==> src/hw/rtl/anf_pkg.sv <==
// Shared types and constants for the ANF polynomial evaluator.
`default_nettype none

package anf_pkg;

  localparam int unsigned WordW   = 64;
  localparam int unsigned OnesW   = 24;
  localparam int unsigned StoredW = 13;
  localparam logic [OnesW-1:0] OnesMax = '1;

  typedef enum logic [1:0] {
    OP_CLEAR  = 2'd0,
    OP_APPEND = 2'd1,
    OP_EVAL   = 2'd2
  } anf_op_e;

  typedef enum logic [2:0] {
    ST_IDLE,
    ST_WALK,
    ST_DRAIN,
    ST_FINISH,
    ST_RESP
  } anf_state_e;

  typedef struct packed {
    logic load;
    logic rd_en;
    logic commit;
  } anf_cmd_t;

  typedef struct packed {
    logic is_eval;
    logic empty;
    logic addr_last;
  } anf_sts_t;

endpackage

`default_nettype wire

==> src/hw/rtl/anf_ctrl.sv <==
// Controller state machine: sequences accept, store walk, commit and result beat.
`default_nettype none

module anf_ctrl (
  input  wire logic              clk_i,
  input  wire logic              rst_ni,
  input  wire logic              in_valid_i,
  output logic                   in_ready_o,
  output logic                   out_valid_o,
  input  wire logic              out_ready_i,
  input  wire anf_pkg::anf_sts_t sts_i,
  output anf_pkg::anf_cmd_t      cmd_o
);
  import anf_pkg::*;

  anf_state_e state_q, state_d;

  // Decode of the accepted op is visible in the cycle after load.
  logic pending_q;

  always_ff @(posedge clk_i or negedge rst_ni) begin
    if (!rst_ni) begin
      state_q <= ST_IDLE;
    end else begin
      state_q <= state_d;
    end
  end

  always_comb begin
    state_d = state_q;
    unique case (state_q)
      ST_IDLE: begin
        if (in_valid_i) begin
          state_d = ST_FINISH;
        end
      end
      ST_WALK: begin
        if (sts_i.addr_last) begin
          state_d = ST_DRAIN;
        end
      end
      ST_DRAIN:  state_d = ST_FINISH;
      ST_FINISH: begin
        if (pending_q && sts_i.is_eval && !sts_i.empty) begin
          state_d = ST_WALK;
        end else begin
          state_d = ST_RESP;
        end
      end
      ST_RESP: begin
        if (out_ready_i) begin
          state_d = ST_IDLE;
        end
      end
      default: state_d = ST_IDLE;
    endcase
  end

  always_ff @(posedge clk_i or negedge rst_ni) begin
    if (!rst_ni) begin
      pending_q <= 1'b0;
    end else begin
      pending_q <= in_valid_i && (state_q == ST_IDLE);
    end
  end

  always_comb begin
    in_ready_o  = 1'b0;
    out_valid_o = 1'b0;
    cmd_o       = '0;
    unique case (state_q)
      ST_IDLE: begin
        in_ready_o = 1'b1;
        cmd_o.load = in_valid_i;
      end
      ST_WALK:   cmd_o.rd_en = 1'b1;
      ST_DRAIN:  cmd_o = '0;
      ST_FINISH: cmd_o.commit = !(pending_q && sts_i.is_eval && !sts_i.empty);
      ST_RESP:   out_valid_o = 1'b1;
      default:   cmd_o = '0;
    endcase
  end

endmodule

`default_nettype wire

==> config.mk <==
export PLATFORM = sky130hd
export DESIGN_NAME = anf_ctrl
export DESIGN_NICKNAME = d
export VERILOG_FILES = /design/src/hw/rtl/anf_pkg.sv /design/src/hw/rtl/anf_ctrl.sv
export SDC_FILE = /design/constraint.sdc
export NUM_CORES = 1
export LEC_CHECK = 0
export BUFFER_PORTS_ARGS = -buffer_cell sky130_fd_sc_hd__buf_2
export CORE_AREA = 10 10 47 49
export DETAILED_ROUTE_END_ITERATION = 16
export DIE_AREA = 0 0 57 59
export GPL_TIMING_DRIVEN = 0
export PLACE_DENSITY = 0.38
export SLEW_MARGIN = 10
export SYNTH_ARGS = -nofsm -noshare
export SYNTH_HDL_FRONTEND = slang
export SYNTH_SLANG_ARGS = --single-unit
==> constraint.sdc <==
create_clock -name clk_i -period 1.2 [get_ports clk_i]
set_input_delay 0.24 -clock clk_i [delete_from_list [all_inputs] [get_ports clk_i]]
set_output_delay 0.24 -clock clk_i [all_outputs]
set_load 0.02 [all_outputs]
== Word-level counts from Yosys, hierarchy flattened ==
Cells that the tools add are included.
Word-level totals
  flip-flop bits (word level): 4
  logic and storage cells: 26
Operators by class
  reductions and logical operators: 7
  multiplexer cells: 10
  equal/unequal tests: 7
Operators by type and width (number)
  $pmux W3 S5: 1
  $mux W3: 4
  $eq A3 B2 Y1 const B: 2
  $ne A2 B2 Y1 const B: 3
  $mux W1: 5
  $eq A3 B1 Y1 const B: 1
  $eq A3 B3 Y1 const B: 1
  $logic_and A1 B1 Y1: 3
  $logic_not A3 Y1: 1
  $reduce_and A3 Y1: 1
  $logic_not A1 Y1: 2

== Longest topological paths before layout ==
  word-level depth: 4
  depth in mapped cells: 2
  gate-level depth less buffers: 2

== Least setup slack after synthesis ==
OpenSTA, ideal clock, no wires.
  kind: register to output
  start point: register state_q[2]
  end point: output port cmd_o[2] (netlist name)
  data required time: 960 ps
  stages on the path, launching flop included: 3
  arrival: 1299 ps
  slack: -339 ps
  cell sequence: dfrtp_1 nor3_1 and2_1
RTL lines
  start, declared: line anf_ctrl.sv:16  | anf_state_e state_q, state_d;
  start signal, assigned: line anf_ctrl.sv:25  | state_q <= state_d;
  end, declared: line anf_ctrl.sv:12  | output anf_pkg::anf_cmd_t cmd_o

==> impl_metrics.json <==
{
  "status": "complete, but fails checks",
  "violations": "negative setup slack",
  "hold_path.class": "in -> reg",
  "synth.distinct_cells": 12,
  "design.portCount": 12,
  "die_w_um": 57,
  "met3_length_um": 74,
  "layout_commonest_cell": "buf_4",
  "cts_buffer_depth": 2,
  "design_area_sq_um": 424,
  "skew_ps": 3.40,
  "p_leak_nw": 0.204,
  "via_count": 240,
  "postSynthCellCount": 20,
  "grt_max_degree": 7,
  "ys_ff_latch": 4,
  "whs_ps": 273,
  "cpMaxStageDelayCell": "dfrtp_2",
  "place_congestion": 0.722,
  "endpoint_kind": "output port",
  "slew_viol_final": 0,
  "rows": 14,
  "drtIter0Drc": 0,
  "grt_pass1_vias": 277,
  "topRoutingLayerUsed": "met3",
  "place_area_sq_um": 307,
  "arrival_ps": 1170,
  "syn_to_final_growth_pct": 97.1,
  "p_seq_frac": 0.284,
  "fin_ws_ps": -208,
  "antenna_found_initial": 0,
  "detailed_place_hpwl_um": 523,
  "netlist.area_leader.share": 0.465,
  "yosys.area_share.simple": 0.372,
  "share_comb_of_total_power": 0.564,
  "p_int_uw": 669,
  "net-switching-power_uw": 413,
  "syn_nets": 27,
  "p_total_mw": 1.08,
  "drc_errors": 0,
  "mostFrequentLayoutCells": "8 x buf_4, 7 x buf_2, 3 x clkbuf_4, 3 x buf_6, 3 x dfrtp_2",
  "antenna_cells": 0,
  "overflow": 0,
  "worstSetupPathType": "reg -> out",
  "syn_area_per_cell_sq_um": 10.8,
  "cp.buffers_inverters": 1,
  "fp.dieH_um": 59,
  "synth_compound_area_frac": 0.145,
  "ys_seq_area_frac": 0.465,
  "max-cap-violations": 0,
  "synth_xor_area_frac": 0,
  "nFillCells": 163,
  "clock-sinks": 4,
  "cts_root_buf": "clkbuf_4",
  "die_area_sq_mm": 0.00336,
  "fmax_ghz": 0.710,
  "min_period_ps": 1410,
  "power.share.clock": 0.151,
  "crit_chain": "nor3_4, and2_4, buf_6",
  "drtAntennaViolNets": 0,
  "worst_pin_slew_ps": 256,
  "synth_adder_area_share": 0,
  "rsz0062_at_grt": "yes",
  "yosys-mux-area-fraction": 0,
  "cp_max_fo": 5,
  "ir_drop_mv": 0.634,
  "clk_pin_slew_ps": 40,
  "clock_latency_ps": 230,
  "wirelength_um": 736,
  "synth_area_sq_um": 215,
  "start_util": 0.154,
  "cp_top_family": "flip-flops",
  "dr.pass1.iters": 1,
  "relSlewSlack": 0.829,
  "finalHoldViolations": 0,
  "wl_per_cell_um": 12.7,
  "cts_inserted_buffers": 3,
  "grt_pass1_wl_mm": 1.15,
  "layout-drive-gt1-share": 0.690,
  "power_density_mw_per_mm2": 2550,
  "period_share": 1.17,
  "cts_tree": "yes",
  "startpoint_type": "flip-flop",
  "portBuffers": 11,
  "wl_met1_um": 286,
  "wl_met2_um": 374,
  "setup_viol": 5,
  "nNetsFinal": 51,
  "post-route-util": 0.303,
  "synth_area_leaders": "dfrtp_1 47%, and3b_1 8.1%, a2111oi_2 7.0%, nand3b_1 7.0%, nor3b_1 7.0%",
  "core_sq_mm": 0.00140,
  "grt_util_all_layers": 0.0442,
  "cpPeakStageDelay_ps": 440,
  "h-tree-depth": 1,
  "yosysTopAreaCell": "dfrtp_1",
  "cp.required_ps": 960,
  "synth_top_family_by_area": "simple AND/OR/NAND/NOR gates",
  "ys_warn_count": 0,
  "power_switching_share": 0.382,
  "vias_per_cell": 4.14
}
## metrics by stage
stage,worst slack [ps],instances,TNS [ps]
finish,-208,58,-732
global route,-263,58,-1040
CTS,-193,56,-694
detailed placement,-53.7,47,-53.7
global placement,-49.1,47,-49.1
floorplan,-69.8,20,-132
## cell usage after synthesis, drive strengths merged
library cell	instances
a2111oi	1
a211oi	1
nor3b	2
and3b	2
nor2	1
o2bb2ai	1
and2	2
inv	1
nand3b	2
dfrtp	4
nand2b	1
nor3	2
## layout make-up
| cell class | instances | area [sq um] | share of cell area |
|---|---|---|---|
| Clock buffer | 3 | 22.5 | 0.0531 |
| Inverter | 1 | 3.75 | 0.00885 |
| Multi-Input combinational cell | 15 | 135 | 0.319 |
| Sequential cell | 4 | 104 | 0.245 |
| Timing Repair Buffer | 19 | 139 | 0.327 |
| Tap cell | 16 | 20.0 | 0.0472 |
## repair_timing
item                                    4_1_cts  5_1_grt
gates resized for setup                       8        4
endpoints found under the setup margin        5        7
buffers inserted                              5        2
hold endpoints to repair                      4        0
pin swaps                                     4        1
hold buffers                                  1        0
## state kept, by name, indices dropped and copies added (netlist names)
register   flops
state_q        3
pending_q      1
## worst register-to-register path: cells and delay by family (launching register included)
| family | cells | cell delay [ps] |
|---|---|---|
| AND/OR/NAND/NOR | 1 | 160 |
| flip-flops | 1 | 450 |
| AO/OA/AOI/OAI | 1 | 280 |
| buffers and inverters | 1 | 160 |
## per-layer routing
metal  track usage  vias to the layer above
met3        0.0236                        0
li1              -                      118
met2        0.0729                        7
met1        0.0382                      115
met5             0                        -
met4        0.0403                        0
## kinds of logic after synthesis
logic type,Yosys count
DFF,4
buffers and inverters,1
AOI/OAI and AO/OA,3
and+or+nand+nor,12
## power by group through the flow
stage | registers, mW | clock network [mW] | logic, mW
6_report | 0.308 | 0.164 | 0.611
5_1_grt | 0.325 | 0.177 | 0.662
4_1_cts | 0.305 | 0.170 | 0.529
3_5_place_dp | 0.318 | 0 | 0.367
3_3_place_gp | 0.313 | 0 | 0.364
2_1_floorplan | 0.285 | 0 | 0.265
## final timing paths
path,from,endpoint,slack [ps],depth (start not counted)
worst max register to register,state_q[1],state_q[0],40,3
worst min-delay path,out_ready_i,state_q[2],270,3
min in group asynchronous,rst_ni,state_q[2],340,2
worst min register to register,pending_q,state_q[0],580,2
worst max-delay path,state_q[2],cmd_o[2],-210,3
max in group asynchronous,rst_ni,state_q[1],730,2
No activity file was read; power rests on OpenSTA's default activity.
